--- config.mk ---
export PLATFORM = sky130hd
export DESIGN_NAME = length_prefix_deframer_utf8_check_flat
export DESIGN_NICKNAME = d
export VERILOG_FILES = /design/src/rtl/core/lpd_pkg.sv /design/src/rtl/core/lpd_channels.sv /design/src/rtl/core/lpd_utf8_check.sv /design/src/rtl/core/lpd_deframer.sv /design/src/rtl/core/length_prefix_deframer_utf8_check.sv /design/src/flat_wrapper.sv
export SDC_FILE = /design/constraint.sdc
export NUM_CORES = 1
export LEC_CHECK = 0
export ABC_AREA = 0
export BUFFER_PORTS_ARGS = -buffer_cell sky130_fd_sc_hd__clkbuf_2
export CAP_MARGIN = 5
export CORE_ASPECT_RATIO = 1.4
export CORE_MARGIN = 2
export CORE_UTILIZATION = 50
export CTS_CLUSTER_DIAMETER = 50
export DETAILED_ROUTE_END_ITERATION = 10
export GPL_ROUTABILITY_DRIVEN = 0
export MAX_ROUTING_LAYER = met4
export PLACE_DENSITY_LB_ADDON = 0.25
export SYNTH_ARGS = -nofsm -noshare
export SYNTH_HDL_FRONTEND = slang
export SYNTH_SLANG_ARGS = --single-unit
--- constraint.sdc ---
create_clock -name clock -period 5.6 [get_ports clock]
set_input_delay 0.56 -clock clock [delete_from_list [all_inputs] [get_ports clock]]
set_output_delay 0.56 -clock clock [all_outputs]
set_load 0.05 [all_outputs]
--- src/rtl/core/lpd_pkg.sv ---
// Shared types and constants for the length-prefixed deframer with UTF-8 check.
// Used by the channel interfaces, the deframer, the UTF-8 checker and the top level.
// Depends on nothing.
package lpd_pkg;

   // Field widths of the byte stream and of the length prefix.
   localparam int unsigned BYTE_W    = 8;
   localparam int unsigned LENGTH_W  = 32;
   localparam int unsigned STATUS_W  = 2;
   localparam int unsigned CONT_W    = 2;
   localparam int unsigned PREFIX_W  = 2;

   // Reset value of the maximum payload length register.
   localparam logic [LENGTH_W-1:0] MAX_LENGTH_RESET = 32'd65536;

   // Frame status codes reported with the final beat of a frame.
   localparam logic [STATUS_W-1:0] STATUS_OK        = 2'd0;
   localparam logic [STATUS_W-1:0] STATUS_TOO_LARGE = 2'd1;
   localparam logic [STATUS_W-1:0] STATUS_BAD_UTF8  = 2'd2;

   // Index of the last prefix byte.
   localparam logic [PREFIX_W-1:0] PREFIX_LAST = 2'd3;

   // UTF-8 lead and continuation byte tags.
   localparam logic [1:0] UTF8_CONT_TAG  = 2'b10;
   localparam logic [2:0] UTF8_LEAD2_TAG = 3'b110;
   localparam logic [3:0] UTF8_LEAD3_TAG = 4'b1110;
   localparam logic [4:0] UTF8_LEAD4_TAG = 5'b11110;

   // Continuation counts owed after each kind of lead byte.
   localparam logic [CONT_W-1:0] CONT_NONE  = 2'd0;
   localparam logic [CONT_W-1:0] CONT_LEAD2 = 2'd1;
   localparam logic [CONT_W-1:0] CONT_LEAD3 = 2'd2;
   localparam logic [CONT_W-1:0] CONT_LEAD4 = 2'd3;

   // One result beat.
   typedef struct packed {
      logic [BYTE_W-1:0]   payload_byte;
      logic                frame_end;
      logic                empty_frame;
      logic [STATUS_W-1:0] frame_status;
      logic [LENGTH_W-1:0] frame_length;
   } rsp_type;

   // UTF-8 checker state carried between bytes.
   typedef struct packed {
      logic [CONT_W-1:0] cont_due;
      logic              error_seen;
   } utf8_state_type;

endpackage

--- src/rtl/core/lpd_channels.sv ---
// Valid/ready channel interfaces for the deframer: received bytes in, result beats out.
// Depends on lpd_pkg for field widths.

interface lpd_req_if;
   logic                        valid;
   logic                        ready;
   logic [lpd_pkg::BYTE_W-1:0]  rx_byte;

   modport source (output valid, output rx_byte, input ready);
   modport sink   (input valid, input rx_byte, output ready);
endinterface

interface lpd_rsp_if;
   logic                          valid;
   logic                          ready;
   logic [lpd_pkg::BYTE_W-1:0]    payload_byte;
   logic                          frame_end;
   logic                          empty_frame;
   logic [lpd_pkg::STATUS_W-1:0]  frame_status;
   logic [lpd_pkg::LENGTH_W-1:0]  frame_length;

   modport source (output valid, output payload_byte, output frame_end, output empty_frame,
                   output frame_status, output frame_length, input ready);
   modport sink   (input valid, input payload_byte, input frame_end, input empty_frame,
                   input frame_status, input frame_length, output ready);
endinterface

--- src/rtl/core/lpd_utf8_check.sv ---
// Next-state logic of the loose UTF-8 check for one payload byte.
// Depends on lpd_pkg for the tags and the checker state type.
module lpd_utf8_check (
   input  logic [lpd_pkg::BYTE_W-1:0] data_byte,
   input  lpd_pkg::utf8_state_type    state_cur,
   output lpd_pkg::utf8_state_type    state_next
);

   // Continuations are only checked for their tag; lead bytes set the count owed.
   // Overlong two-byte leads and bytes that cannot start a sequence are errors.
   always_comb begin
      state_next = state_cur;
      if (state_cur.cont_due != lpd_pkg::CONT_NONE) begin
         if (data_byte[7:6] != lpd_pkg::UTF8_CONT_TAG) begin
            state_next.error_seen = 1'b1;
         end
         state_next.cont_due = state_cur.cont_due - 2'd1;
      end else if (data_byte[7] == 1'b0) begin
         state_next.cont_due = lpd_pkg::CONT_NONE;
      end else if (data_byte[7:5] == lpd_pkg::UTF8_LEAD2_TAG) begin
         state_next.cont_due = lpd_pkg::CONT_LEAD2;
         if (data_byte[4:1] == 4'd0) begin
            state_next.error_seen = 1'b1;
         end
      end else if (data_byte[7:4] == lpd_pkg::UTF8_LEAD3_TAG) begin
         state_next.cont_due = lpd_pkg::CONT_LEAD3;
      end else if (data_byte[7:3] == lpd_pkg::UTF8_LEAD4_TAG) begin
         state_next.cont_due = lpd_pkg::CONT_LEAD4;
      end else begin
         state_next.error_seen = 1'b1;
      end
   end

endmodule

--- src/rtl/core/lpd_deframer.sv ---
// Framing state machine: gathers the length prefix, counts payload bytes and forms results.
// Depends on lpd_pkg and lpd_utf8_check.
module lpd_deframer (
   input  logic                         clock,
   input  logic                         reset,
   input  logic                         step,
   input  logic [lpd_pkg::BYTE_W-1:0]   data_byte,
   input  logic [lpd_pkg::LENGTH_W-1:0] max_length,
   output logic                         result_valid,
   output lpd_pkg::rsp_type             result
);

   typedef enum logic [1:0] {
      PH_PREFIX,
      PH_PAYLOAD,
      PH_HALT
   } phase_type;

   phase_type                     phase_ff, phase_in;
   logic [lpd_pkg::PREFIX_W-1:0]  prefix_count_ff, prefix_count_in;
   logic [lpd_pkg::LENGTH_W-1:0]  length_ff, length_in;
   logic [lpd_pkg::LENGTH_W-1:0]  bytes_left_ff, bytes_left_in;
   lpd_pkg::utf8_state_type       utf8_ff, utf8_in, utf8_fed;
   logic [lpd_pkg::LENGTH_W-1:0]  shifted_length;
   logic                          last_byte;

   lpd_utf8_check u_utf8 (
      .data_byte  (data_byte),
      .state_cur  (utf8_ff),
      .state_next (utf8_fed)
   );

   assign shifted_length = {length_ff[lpd_pkg::LENGTH_W-lpd_pkg::BYTE_W-1:0], data_byte};
   assign last_byte      = (bytes_left_ff <= 32'd1);

   // Per-byte decisions; state moves only when the byte is stepped through.
   always_comb begin
      phase_in        = phase_ff;
      prefix_count_in = prefix_count_ff;
      length_in       = length_ff;
      bytes_left_in   = bytes_left_ff;
      utf8_in         = utf8_ff;
      result_valid    = 1'b0;
      result          = '{payload_byte: '0, frame_end: 1'b0, empty_frame: 1'b0,
                          frame_status: lpd_pkg::STATUS_OK, frame_length: length_ff};
      unique case (phase_ff)
         PH_PREFIX: begin
            length_in       = shifted_length;
            prefix_count_in = prefix_count_ff + 2'd1;
            result.frame_length = shifted_length;
            if (prefix_count_ff == lpd_pkg::PREFIX_LAST) begin
               if (shifted_length > max_length) begin
                  result_valid        = 1'b1;
                  result.frame_end    = 1'b1;
                  result.frame_status = lpd_pkg::STATUS_TOO_LARGE;
                  phase_in            = PH_HALT;
               end else if (shifted_length == '0) begin
                  result_valid       = 1'b1;
                  result.frame_end   = 1'b1;
                  result.empty_frame = 1'b1;
               end else begin
                  phase_in      = PH_PAYLOAD;
                  bytes_left_in = shifted_length;
                  utf8_in       = '0;
               end
            end
         end
         PH_PAYLOAD: begin
            result_valid        = 1'b1;
            result.payload_byte = data_byte;
            if (last_byte) begin
               result.frame_end = 1'b1;
               if (utf8_fed.error_seen || (utf8_fed.cont_due != lpd_pkg::CONT_NONE)) begin
                  result.frame_status = lpd_pkg::STATUS_BAD_UTF8;
               end
               phase_in        = PH_PREFIX;
               prefix_count_in = '0;
               bytes_left_in   = '0;
               utf8_in         = '0;
            end else begin
               bytes_left_in = bytes_left_ff - 32'd1;
               utf8_in       = utf8_fed;
            end
         end
         default: begin
            // Framing is lost: every byte is dropped until reset.
            phase_in = PH_HALT;
         end
      endcase
   end

   // State registers.
   always_ff @(posedge clock) begin
      if (reset) begin
         phase_ff        <= PH_PREFIX;
         prefix_count_ff <= '0;
         length_ff       <= '0;
         bytes_left_ff   <= '0;
         utf8_ff         <= '0;
      end else if (step) begin
         phase_ff        <= phase_in;
         prefix_count_ff <= prefix_count_in;
         length_ff       <= length_in;
         bytes_left_ff   <= bytes_left_in;
         utf8_ff         <= utf8_in;
      end
   end

endmodule

--- src/rtl/core/length_prefix_deframer_utf8_check.sv ---
// Top level of the length-prefixed deframer with loose UTF-8 check.
// Depends on lpd_pkg, the channel interfaces in lpd_channels and lpd_deframer.
//
// Usage:
//   Received bytes enter on the req channel, one byte per beat. Each frame is a
//   4-byte big-endian length followed by that many payload bytes. Every payload
//   byte leaves on the rsp channel, the last one marked with frame_end and the
//   frame status. An empty frame gives one beat at its fourth prefix byte; a
//   length above the csr maximum gives one beat with the too-large status, after
//   which all bytes are dropped until reset.
//   An accepted byte is held in the input register, passes through the framing
//   logic, and any result it gives is stored in the result register. Throughput is
//   one byte per cycle while the receiver does not stall, set by the single pass
//   from the input register through the framing logic to the result register.
//   The csr maximum (reset 65536) is written with csr_write_enable and is checked
//   against each length as its last prefix byte is processed. Reset is synchronous
//   and clears the framing state and both registers' valid flags. When the receiver
//   stalls, the result register holds its beat, one more byte waits in the input
//   register, and then req ready falls until the result is taken.
module length_prefix_deframer_utf8_check (
   input  logic                          clock,
   input  logic                          reset,
   lpd_req_if.sink                       req_if,
   lpd_rsp_if.source                     rsp_if,
   input  logic                          csr_write_enable,
   input  logic [lpd_pkg::LENGTH_W-1:0]  csr_write_data
);

   logic                          in_valid_ff, in_valid_in;
   logic [lpd_pkg::BYTE_W-1:0]    in_byte_ff, in_byte_in;
   logic                          rsp_valid_ff, rsp_valid_in;
   lpd_pkg::rsp_type              rsp_ff, rsp_in;
   logic [lpd_pkg::LENGTH_W-1:0]  max_length_ff, max_length_in;
   logic                          req_take;
   logic                          advance;
   logic                          result_valid;
   lpd_pkg::rsp_type              result;

   // A held byte moves on whenever the result register is free or being emptied.
   assign advance       = in_valid_ff && (!rsp_valid_ff || rsp_if.ready);
   assign req_if.ready  = !in_valid_ff || advance;
   assign req_take      = req_if.valid && req_if.ready;

   lpd_deframer u_deframer (
      .clock        (clock),
      .reset        (reset),
      .step         (advance),
      .data_byte    (in_byte_ff),
      .max_length   (max_length_ff),
      .result_valid (result_valid),
      .result       (result)
   );

   // Next values of the input register, result register and csr.
   always_comb begin
      in_valid_in   = in_valid_ff;
      in_byte_in    = in_byte_ff;
      rsp_valid_in  = rsp_valid_ff;
      rsp_in        = rsp_ff;
      max_length_in = max_length_ff;
      if (req_take) begin
         in_valid_in = 1'b1;
         in_byte_in  = req_if.rx_byte;
      end else if (advance) begin
         in_valid_in = 1'b0;
      end
      if (advance && result_valid) begin
         rsp_valid_in = 1'b1;
         rsp_in       = result;
      end else if (rsp_if.ready) begin
         rsp_valid_in = 1'b0;
      end
      if (csr_write_enable) begin
         max_length_in = csr_write_data;
      end
   end

   always_ff @(posedge clock) begin
      if (reset) begin
         in_valid_ff   <= 1'b0;
         rsp_valid_ff  <= 1'b0;
         max_length_ff <= lpd_pkg::MAX_LENGTH_RESET;
      end else begin
         in_valid_ff   <= in_valid_in;
         rsp_valid_ff  <= rsp_valid_in;
         max_length_ff <= max_length_in;
      end
      in_byte_ff <= in_byte_in;
      rsp_ff     <= rsp_in;
   end

   // Result beat outputs.
   assign rsp_if.valid        = rsp_valid_ff;
   assign rsp_if.payload_byte = rsp_ff.payload_byte;
   assign rsp_if.frame_end    = rsp_ff.frame_end;
   assign rsp_if.empty_frame  = rsp_ff.empty_frame;
   assign rsp_if.frame_status = rsp_ff.frame_status;
   assign rsp_if.frame_length = rsp_ff.frame_length;

endmodule
--- src/flat_wrapper.sv ---
// flat-port wrapper written by rule: the top's interface ports become plain ports
module length_prefix_deframer_utf8_check_flat 
  (clock, reset, csr_write_enable, csr_write_data, req_if_valid, req_if_rx_byte, req_if_ready, rsp_if_valid, rsp_if_payload_byte, rsp_if_frame_end, rsp_if_empty_frame, rsp_if_frame_status, rsp_if_frame_length, rsp_if_ready);
  lpd_req_if req_if_i ();
  lpd_rsp_if rsp_if_i ();
  input  logic clock;
  input  logic reset;
  input  logic csr_write_enable;
  input  logic [lpd_pkg::LENGTH_W-1:0] csr_write_data;
  input wire logic [$bits(req_if_i.valid)-1:0] req_if_valid;
  input wire logic [$bits(req_if_i.rx_byte)-1:0] req_if_rx_byte;
  output wire logic [$bits(req_if_i.ready)-1:0] req_if_ready;
  output wire logic [$bits(rsp_if_i.valid)-1:0] rsp_if_valid;
  output wire logic [$bits(rsp_if_i.payload_byte)-1:0] rsp_if_payload_byte;
  output wire logic [$bits(rsp_if_i.frame_end)-1:0] rsp_if_frame_end;
  output wire logic [$bits(rsp_if_i.empty_frame)-1:0] rsp_if_empty_frame;
  output wire logic [$bits(rsp_if_i.frame_status)-1:0] rsp_if_frame_status;
  output wire logic [$bits(rsp_if_i.frame_length)-1:0] rsp_if_frame_length;
  input wire logic [$bits(rsp_if_i.ready)-1:0] rsp_if_ready;
  assign req_if_i.valid = req_if_valid;
  assign req_if_i.rx_byte = req_if_rx_byte;
  assign req_if_ready = req_if_i.ready;
  assign rsp_if_valid = rsp_if_i.valid;
  assign rsp_if_payload_byte = rsp_if_i.payload_byte;
  assign rsp_if_frame_end = rsp_if_i.frame_end;
  assign rsp_if_empty_frame = rsp_if_i.empty_frame;
  assign rsp_if_frame_status = rsp_if_i.frame_status;
  assign rsp_if_frame_length = rsp_if_i.frame_length;
  assign rsp_if_i.ready = rsp_if_ready;
  length_prefix_deframer_utf8_check u_core (.clock(clock), .reset(reset), .req_if(req_if_i), .rsp_if(rsp_if_i), .csr_write_enable(csr_write_enable), .csr_write_data(csr_write_data));
endmodule
==> results of run 1 <==
critical path, delay by kind of cell, from the launching register on:
kind / cells / cell delay (ns)
flops: 1 / 0.42
compound gates: 4 / 1.33
simple gates: 3 / 0.65
fa+ha+maj: 1 / 0.36
buf+inv: 1 / 0.44
where the power goes:
group	internal [uW]	switching, uW
logic	90.1	123
registers	1210	40.3
clock network	668	502
total	1960	665
sequential cells by signal, indices dropped and copies added, names as in the netlist, 3 cells and up:
register,flops
u_core.rsp_if.payload_byte,8
u_core.max_length_ff,32
u_core.u_deframer.utf8_ff,3
u_core.u_deframer.bytes_left_ff,32
u_core.rsp_if.frame_length,32
u_core.in_byte_ff,8
u_core.u_deframer.length_ff,32
per-layer routing:
layer / share of wire, % / wire length [um] / track usage (%)
met5: 0 / 0 / -
met4: 3.2 / 635 / 11.3
met3: 5.0 / 988 / 3.87
met2: 49 / 9710 / 40.9
met1: 43 / 8610 / 33.9
final timing paths:
kind                                                    start                                         to  slack [ns]  depth (start not counted)
setup / recovery  u_core.u_deframer.length_ff[1]$_SDFFE_PP0P_    u_core.rsp_if.empty_frame$_SDFFCE_PP0P_        2.05                          9
hold / removal                              req_if_rx_byte[2]             u_core.in_byte_ff[2]$_DFFE_PP_        0.31                          1
setup reg to reg  u_core.u_deframer.length_ff[1]$_SDFFE_PP0P_    u_core.rsp_if.empty_frame$_SDFFCE_PP0P_        2.05                          9
hold reg to reg     u_core.u_deframer.utf8_ff[0]$_SDFFE_PP0P_  u_core.u_deframer.utf8_ff[0]$_SDFFE_PP0P_        0.46                          2
cell type report:
cell class / count / share of cell area, %
well taps: 192 / 2.70
clock inverters: 14 / 1.76
clock buffers: 18 / 4.83
inverters: 52 / 2.20
flip-flops and latches: 157 / 41.2
repair buffers: 98 / 5.77
multi-input cells: 570 / 41.6
cell usage in the layout (no fill, tap or decap), types with 14 or more instances in the layout:
cell,netlist,routed
clkbuf_16,0,17
edfxtp_1,52,52
mux2i_1,33,33
dfxtp_1,105,105
mux2_2,32,32
inv_1,52,52
clkbuf_2,0,89
nor2_1,116,114
a21oi_1,58,58
nor4_1,14,14
nand2_1,59,59
ha_1,35,35
nor3_1,39,39
o21ai_0,16,16
cell families (layout without fill, tap and decap cells):
logic type | count (synthesis) | in the layout
xor+xnor | 10 | 10
mux | 65 | 65
compound gates | 153 | 153
buf+inv | 98 | 182
simple gates | 307 | 307
fa+ha+maj | 35 | 35
flops | 157 | 157
metrics by stage:
step           cells  utilization, %
2_1_floorplan    825               -
3_3_place_gp    1069            55.2
3_5_place_dp    1069            55.2
4_1_cts         1101            59.1
5_1_grt         1101            59.1
6_report        1101            59.1
==> impl_results.md, run 1 <==
* Slew @ Worst Pin at 1.07 ns
* Leak pwr at 0.00366 uW
* Syn nets at 905
* PwrDens at 296 mW/mm^2
* Fin crit share at 63.5%
* Area grow syn2layout at 15.4%
* Post-synth ARST share at 0%
* Die W at 109 um
* CTS Buf Count at 17
* Status: finished clean
* Grt ovf at 0
* Max Slew Vio Count at 0
* DP Wirelength at 13800 um
* Register area at 0.00366 mm^2
* Final Power at 2630 uW
* Slowest stage delay, CP at 0.66 ns
* Max clock buf depth at 2
* Hold buffers post-CTS at 0
* Core Region at 0.0151 mm^2
* Critical Path Fanout Max at 23
* Critical Path AT at 3.65 ns
* Yosys Warn Count at 0
* Final clock skew at 0.0109 ns
* Wirelength per Cell at 18.1 um
* Initial antenna violation count at 0
* Number of nets in the layout at 976
* Initial drt markers at 440
* Die height at 151 um
* Endpoint type of the worst setup path: register
* Cts repair resizes at 0
* Post-synthesis cell count at 825
* Setup WS pre-CTS at 2.07 ns
* Synth top area cells: dfxtp_1 27%, edfxtp_1 20%, ha_1 5.7%
* Initial Util at 51.2%
* Routed Antenna Nets at 0
* Final hold violation count at 0
* Count of different cell masters after synthesis at 57
* # IOs at 91
* Largest family of logic cells by synthesized area: simple AND/OR/NAND/NOR gates
* Via density at 5.81
* Mux contribution to synthesized area at 8.96%
* Final setup vio count at 0
* H-tree depth at 4
* IO buf count at 90
* Area of the multi-input gates at 0.00369 mm^2
* Yosys top cell area share at 27.3%
* Adder-cell share of the synthesized area at 5.68%
* Total GRT Usage at 26.2%
* Final worst path period need at 3.55 ns
* Final critical-path setup slack at 2.05 ns
* FF+latch count, synth at 157
* HP Class: input pin to register
* CP required at 5.70 ns
* Area of the mapped netlist at 0.00771 mm^2
* Max_slew headroom at 28.7%
* DRC viols at 0
* Filler instances at 1318
* Syn avg cell area at 9.34 um^2
* Antenna Cells at 0
* Finished Cell Area at 0.00889 mm^2
* Critical path, cell by cell: ha_1, nand4_1, nor4_1, a21boi_0, o41ai_1, a21oi_1, nor2_1, o22ai_4, buf_4
* RSZ-0062 raised after global routing: false
* Post-Route Setup TNS at 0 ns
* Top FF cell, synth: dfxtp_1
* Root Driver: clkbuf_16
* Max VDD drop at 0.207 mV
* Clk sink count at 157
* Largest net degree at the start of global routing at 64
* TritonRoute pass-1 iters at 5
* Post-synth EDFFs at 52
* First-pass GRT wire length at 32100 um
* Worst-path clk slew at 0.06 ns
* Most frequent cells after synthesis: 116 x nor2_1, 105 x dfxtp_1, 59 x nand2_1
* Post CTS Setup Buffer Count at 0
* Setup Crit Path Kind: register to register
* CP Launch Type: register
* Most frequent cell after synthesis: nor2_1
* Simple-gate area share of the yosys netlist at 19.3%
* CTS tree: done
* Routed wire length at 20000 um
* Layout cells sized above 1 at 18.7%
* Number of core rows at 53
* Max Clk Rate at 281 MHz
* Clk_lat worst skew at 0.43 ns
* Xor-xnor portion of the synthesized cell area at 1.14%
* Top cell type by total area after synthesis: dfxtp_1
* Die area at 0.0164 mm^2
* Max Cap Violations at 0
* Register area share after synthesis at 47.5%
* Crit-path slowest cell: o22ai_4
* Worst hold margin at 0.308 ns
* Compound-Gate Fraction of Synth Area at 12.5%
* Vias in the first global route at 6099
* Via count at 6399
* Area after DPL at 0.00831 mm^2
Note: power is estimated with default switching activity, not from simulation.
==> run 2, diff against run 1 <==
- ABC_AREA: 0 -> 1
- clock period: 5.6 -> 3.1 ns (I/O delays scaled with it)
==> run 2 against run 1 <==
- global-route usage fell by 1.2 points
- sequential power grew 80%
- sequential share of layout area down 1.3 points
- clock skew is 0.0018 ns lower
- count of clock-buffer cells in the layout increased by 9
- non-clock buffer count grew 4
- critical endpoint is now u_core.rsp_if.frame_length[20]$_DFFE_PP_
- combinational power is 130% higher
- hold slack worse by 0.25 ns
- total power increased by 78%
- synthesized cell count is 22% higher
- critical path depth grew 7
==> impl_results.md, run 2 <==
* Initial drt markers at 385
* Die area at 0.0172 mm^2
* Post CTS Setup Buffer Count at 0
* TritonRoute pass-1 iters at 5
* Syn avg cell area at 8.03 um^2
* Sw Pwr at 1180 uW
* Setup WS pre-CTS at 0.518 ns
* Worst-path clk slew at 0.06 ns
* Endpoint type of the worst setup path: register
* # IOs at 91
* Grt ovf at 0
* CP Launch Type: register
* Most common cell after layout, fill and taps aside: nand2_1
* Critical Path Fanout Max at 31
* Post-synth ARST share at 0%
* Hold path start: req_if_rx_byte[2]
* Synth top area cells: dfxtp_1 26%, edfxtp_1 19%, nand2_1 7.9%
* Number of core rows at 54
* CTS Buf Count at 17
* Via count at 6902
* DP Wirelength at 14700 um
* Max Cap Violations at 0
* Core Region at 0.0157 mm^2
* Leak pwr at 0.00424 uW
* Max_slew headroom at 57.7%
* Switching Fraction at 25.2%
* Count of different cell masters after synthesis at 44
* Gate power share at 10.6%
* Most frequent cell after synthesis: nand2_1
* Seq pwr share at 47.9%
* FF+latch count, synth at 157
* RSZ-0062 raised after global routing: false
* DRC viols at 0
* Most frequent cells after synthesis: 170 x nand2_1, 118 x nor2_1, 117 x inv_1
* Slew @ Worst Pin at 0.633 ns
* Routed Antenna Nets at 0
* Final critical-path setup slack at 0.503 ns
* Syn nets at 1084
* Root Driver: clkbuf_16
* Die height at 154 um
* Max VDD drop at 0.406 mV
* Cts repair resizes at 0
* Max clock buf depth at 2
* Top FF cell, synth: dfxtp_1
* Post-synthesis cell count at 1004
* Setup Crit Path Kind: register to register
* Register area share after synthesis at 45.5%
* Final worst path period need at 2.60 ns
* Clk_lat worst skew at 0.43 ns
* Internal at 3500 uW
* Post-synth EDFFs at 52
* PwrDens at 510 mW/mm^2
* Vias in the first global route at 6647
* Max Slew Vio Count at 0
* Max Clk Rate at 385 MHz
* Yosys top cell area share at 26.1%
* Initial Util at 51.4%
* Layout cells sized above 1 at 17.3%
* Top cell type by total area after synthesis: dfxtp_1
* CTS tree: done
* Clk sink count at 157
* Yosys Warn Count at 0
* Antenna Cells at 0
* Routed wire length at 20400 um
* Most frequent cells in the layout: 170 x nand2_1, 118 x nor2_1, 116 x inv_1
* Largest net degree at the start of global routing at 63
* CP required at 3.22 ns
* Initial antenna violation count at 0
* Via density at 5.36
* Area grow syn2layout at 14.0%
* Proportion of power drawn by the clock network at 41.5%
* Final clock skew at 0.00910 ns
* IO buf count at 90
* Final hold violation count at 0
* Area of the mapped netlist at 0.00806 mm^2
* First-pass GRT wire length at 33100 um
* Total GRT Usage at 25.0%
* R2R Path Start: u_core.in_byte_ff[7]$_DFFE_PP_
* Status: finished clean
* H-tree depth at 4
* Critical Path Start: u_core.in_byte_ff[7]$_DFFE_PP_
* Post-Route Setup TNS at 0 ns
* Critical Path AT at 2.72 ns
* Number of nets in the layout at 1159
* Hold buffers post-CTS at 0
* HP Class: input pin to register
* Fin crit share at 83.8%
* Wirelength per Cell at 15.9 um
* Die W at 111 um
* Final setup vio count at 0
* Filler instances at 1460
run 2: changes by cell type after synthesis, sizes merged, moves of 12 or more:
| cell | delta |
|---|---|
| nor2 | +25 |
| xor2 | +14 |
| nand3 | +21 |
| nor3 | -35 |
| mux2i | -33 |
| buf | +16 |
| o22ai | +20 |
| inv | +71 |
| a21oi | +27 |
| mux2 | -32 |
| clkbuf | -16 |
| nor4 | -12 |
| nand2 | +124 |
| o21ai | +60 |
run 2: layer usage:
metal  routed length [um]  global-route usage, %  part of all wire, %  vias to the layer above
li1                     -                      -                    -                     3476
met1                 8380                   28.4                   41                     3197
met2                10300                   42.6                   51                      184
met3                  871                   4.35                  4.3                       45
met4                  850                   12.1                  4.2                        0
met5                    0                      -                    0                        -
run 2: logic make-up after synthesis:
family	synth area share [%]
and+or+nand+nor	22.5
buffers and inverters	8.65
DFF	45.5
AOI/OAI and AO/OA	15.5
xor gates and xnor gates	2.50
adders and majority gates	5.43
run 2: path summary, 6_finish.rpt:
check,end,slack (ns),cells past startpoint
min,u_core.in_byte_ff[2]$_DFFE_PP_,0.06,1
max,u_core.rsp_if.frame_length[20]$_DFFE_PP_,0.50,16
min reg2reg,u_core.u_deframer.length_ff[29]$_SDFFE_PP0P_,0.46,2
max reg2reg,u_core.rsp_if.frame_length[20]$_DFFE_PP_,0.50,16
run 2: power by group through the flow:
| stage | clock network (uW) | registers, uW | logic (uW) |
|---|---|---|---|
| final | 1940 | 2250 | 495 |
| after global routing | 2050 | 2250 | 568 |
| after CTS | 1970 | 2250 | 496 |
| after detailed placement | 0 | 2290 | 489 |
| after global placement | 0 | 2290 | 478 |
| after floorplan | 0 | 2270 | 370 |
run 2: final cells by class:
| cell class | instances | area, um^2 | area share, % |
|---|---|---|---|
| sequential | 157 | 3660 | 39.9 |
| clock buffer | 27 | 514 | 5.60 |
| tap | 196 | 245 | 2.67 |
| timing repair buffer | 102 | 553 | 6.02 |
| clock inverter | 5 | 33.8 | 0.368 |
| inverter | 126 | 473 | 5.15 |
| multi-input combinational | 675 | 3700 | 40.3 |
run 2: through the flow:
step	instance area (um^2)	hold slack, ns	total power, uW	util, %	cells
global placement	8640	0.440	2770	55.1	1256
CTS	9190	0.0437	4710	58.6	1288
floorplan	8060	0.409	2640	-	1004
finish	9190	0.0602	4690	58.6	1288
global route	9190	0.0410	4870	58.6	1288
detailed placement	8640	0.445	2780	55.1	1256
run 2: worst max-delay path, stage by stage, from the launching register on:
cell	delay [ns]
edfxtp_1	0.48
ha_1	0.34
nand2_1	0.07
nor2_1	0.14
nand2_1	0.07
nand2_1	0.07
nand2_1	0.05
nand2_1	0.05
nand2_1	0.04
nand2_1	0.07
nand2_2	0.07
nand2_2	0.08
nand2_1	0.08
nand2_1	0.06
nand2_1	0.08
inv_2	0.27
buf_12	0.25
==> run 3, diff against run 2 <==
- clock period: 3.1 -> 2.2 ns (I/O delays scaled with it)
==> run 3 against run 2 <==
- the run now ends with negative setup slack left
- design area rose by 9.4%
- combinational power rose by 77%
- first-iteration DRC count rose by 6.2%
- flip-flop and latch count did not move
- setup slack got worse by 0.68 ns
- clock skew fell by 0.0031 ns
- via count rose by 4.7%
- total power rose by 48%
- critical path type unchanged
- highest routed layer unchanged
==> impl_results.md, run 3 (synthesis gave the netlist of run 2 again) <==
* Area after DPL at 0.00914 mm^2
* Initial Util at 51.4%
* Finished Cell Area at 0.0100 mm^2
* Via count at 7223
* Via density at 5.30
* Endpoint type of the worst setup path: register
* Most frequent cells in the layout: 166 x nand2_1, 117 x nor2_1, 116 x inv_1
* Final clock skew at 0.00598 ns
* Critical Path AT at 2.57 ns
* DP Wirelength at 15200 um
* Worst Reg-to-Reg Cells at 15
* Violated checks: negative setup slack
* Area of the multi-input gates at 0.00380 mm^2
* R2R Path Start: u_core.in_byte_ff[7]$_DFFE_PP_
* Critical Path Fanout Max at 8
* Routed Antenna Nets at 0
* Die W at 111 um
* Filler instances at 1361
* Max clock buf depth at 2
* Slew @ Worst Pin at 0.598 ns
* H-tree depth at 4
* RSZ-0062 raised after global routing: true
* Fin crit share at 108%
* CP required at 2.40 ns
* Max_slew headroom at 60.1%
* PwrDens at 690 mW/mm^2
* Final std cells w/o fill at 1363
* Hold path start: csr_write_data[16]
* Most common cell after layout, fill and taps aside: nand2_1
* Initial antenna violation count at 0
* HP Class: input pin to register
* Placed cell count at 1315
* Die area at 0.0172 mm^2
* IO buf count at 90
* Wirelength per Cell at 16.0 um
* Layout cells sized above 1 at 23.5%
* Setup WS pre-CTS at -0.0864 ns
* CTS Buf Count at 17
* Total GRT Usage at 25.4%
* Final setup vio count at 74
* Core Region at 0.0157 mm^2
* Layout Utilization at 64.1%
* Vias in the first global route at 6786
* Final critical-path setup slack at -0.177 ns
* Max Slew Vio Count at 0
* Grt ovf at 0
* Max VDD drop at 0.465 mV
* Clk sink count at 157
* Register area at 0.00366 mm^2
* Final worst path period need at 2.38 ns
* Antenna Cells at 0
* Max Clk Rate at 421 MHz
* Root Driver: clkbuf_16
* Area grow syn2layout at 24.7%
* Worst-path clk slew at 0.06 ns
* TritonRoute pass-1 iters at 5
* Number of core rows at 54
* Setup Crit Path Kind: register to register
* Status: finished with violations
* CP Launch Type: register
* R2r setup slk at -0.18 ns
* Routed wire length at 21800 um
* DRC viols at 0
* Clk_lat worst skew at 0.43 ns
* Max Cap Violations at 0
* CTS tree: done
* # IOs at 91
* Die height at 154 um
* Final hold violation count at 0
* Largest net degree at the start of global routing at 67
* Critical Path Start: u_core.in_byte_ff[7]$_DFFE_PP_
* Number of nets in the layout at 1234
* Leak pwr at 0.00468 uW
* Hold path depth at 3
* First-pass GRT wire length at 33600 um
* R2r endpoint: u_core.rsp_if.frame_length[4]$_DFFE_PP_
* Initial drt markers at 409
* Hold Path Sink: u_core.max_length_ff[16]$_SDFFE_PP1P_
run 3: worst max path at each step:
| stage | depth (start not counted) | slack, ns | to |
|---|---|---|---|
| 4_1_cts | 18 | -0.09 | u_core.rsp_if.frame_length[18]$_DFFE_PP_ |
| 3_3_place_gp | 16 | -0.06 | u_core.rsp_if.payload_byte[0]$_SDFFCE_PN0P_ |
| 2_1_floorplan | 14 | -0.36 | u_core.rsp_if.empty_frame$_SDFFCE_PP0P_ |
| 6_report | 15 | -0.18 | u_core.rsp_if.frame_length[4]$_DFFE_PP_ |
| 5_1_grt | 15 | -0.26 | u_core.rsp_if.frame_length[4]$_DFFE_PP_ |
| 3_5_place_dp | 16 | -0.09 | u_core.rsp_if.frame_length[30]$_DFFE_PP_ |
run 3: metal layers:
metal  share of wire, %  routed length, um  global-route usage (%)
met5                  0                  0                       -
met4                3.6                783                    12.5
met3                4.2                919                    3.68
met2                 51              11200                    43.7
met1                 41               8960                    29.2
run 3: final cells by class:
| type | count | share of cell area (%) |
|---|---|---|
| Multi-Input combinational cell | 675 | 37.8 |
| Sequential cell | 157 | 36.5 |
| Timing Repair Buffer | 177 | 12.7 |
| Inverter | 126 | 4.77 |
| Clock buffer | 19 | 4.41 |
| Tap cell | 196 | 2.44 |
| Clock inverter | 13 | 1.38 |
run 3: worst max-delay path, stage by stage (launching register included):
cell,delay (ns)
edfxtp_1,0.40
ha_1,0.34
a21o_1,0.18
nor2_1,0.09
nand2_1,0.07
nand2_1,0.06
nand2_1,0.07
nand2_1,0.06
nand2_1,0.05
nand2_2,0.10
nand2_2,0.07
nand2_2,0.08
nand2_2,0.07
nand2_4,0.09
clkinvlp_4,0.18
clkbuf_16,0.23
run 3: repair_timing:
action,in CTS,in global routing
gates resized for setup,5,18
hold buffers,8,0
gates cloned,0,5
pin swaps,1,2
setup endpoints to repair,45,82
endpoints found under the hold margin,8,0
buffers inserted,1,2
run 3: per-stage QoR:
step	setup TNS [ns]	power [uW]	hold slack [ns]
floorplan	-15.82	3720	0.319
global placement	-2.56	4010	0.397
detailed placement	-3.66	4030	0.399
CTS	-3.10	6940	0.0168
global route	-15.96	7200	0.0379
finish	-8.05	6930	0.0261
run 3: report_power, final:
part / internal, uW / leakage [uW] / switching (uW)
Clock: 1710 / 0.000281 / 1210
Combinational: 355 / 0.00305 / 519
Sequential: 3090 / 0.00135 / 51.8
Total: 5150 / 0.00468 / 1780
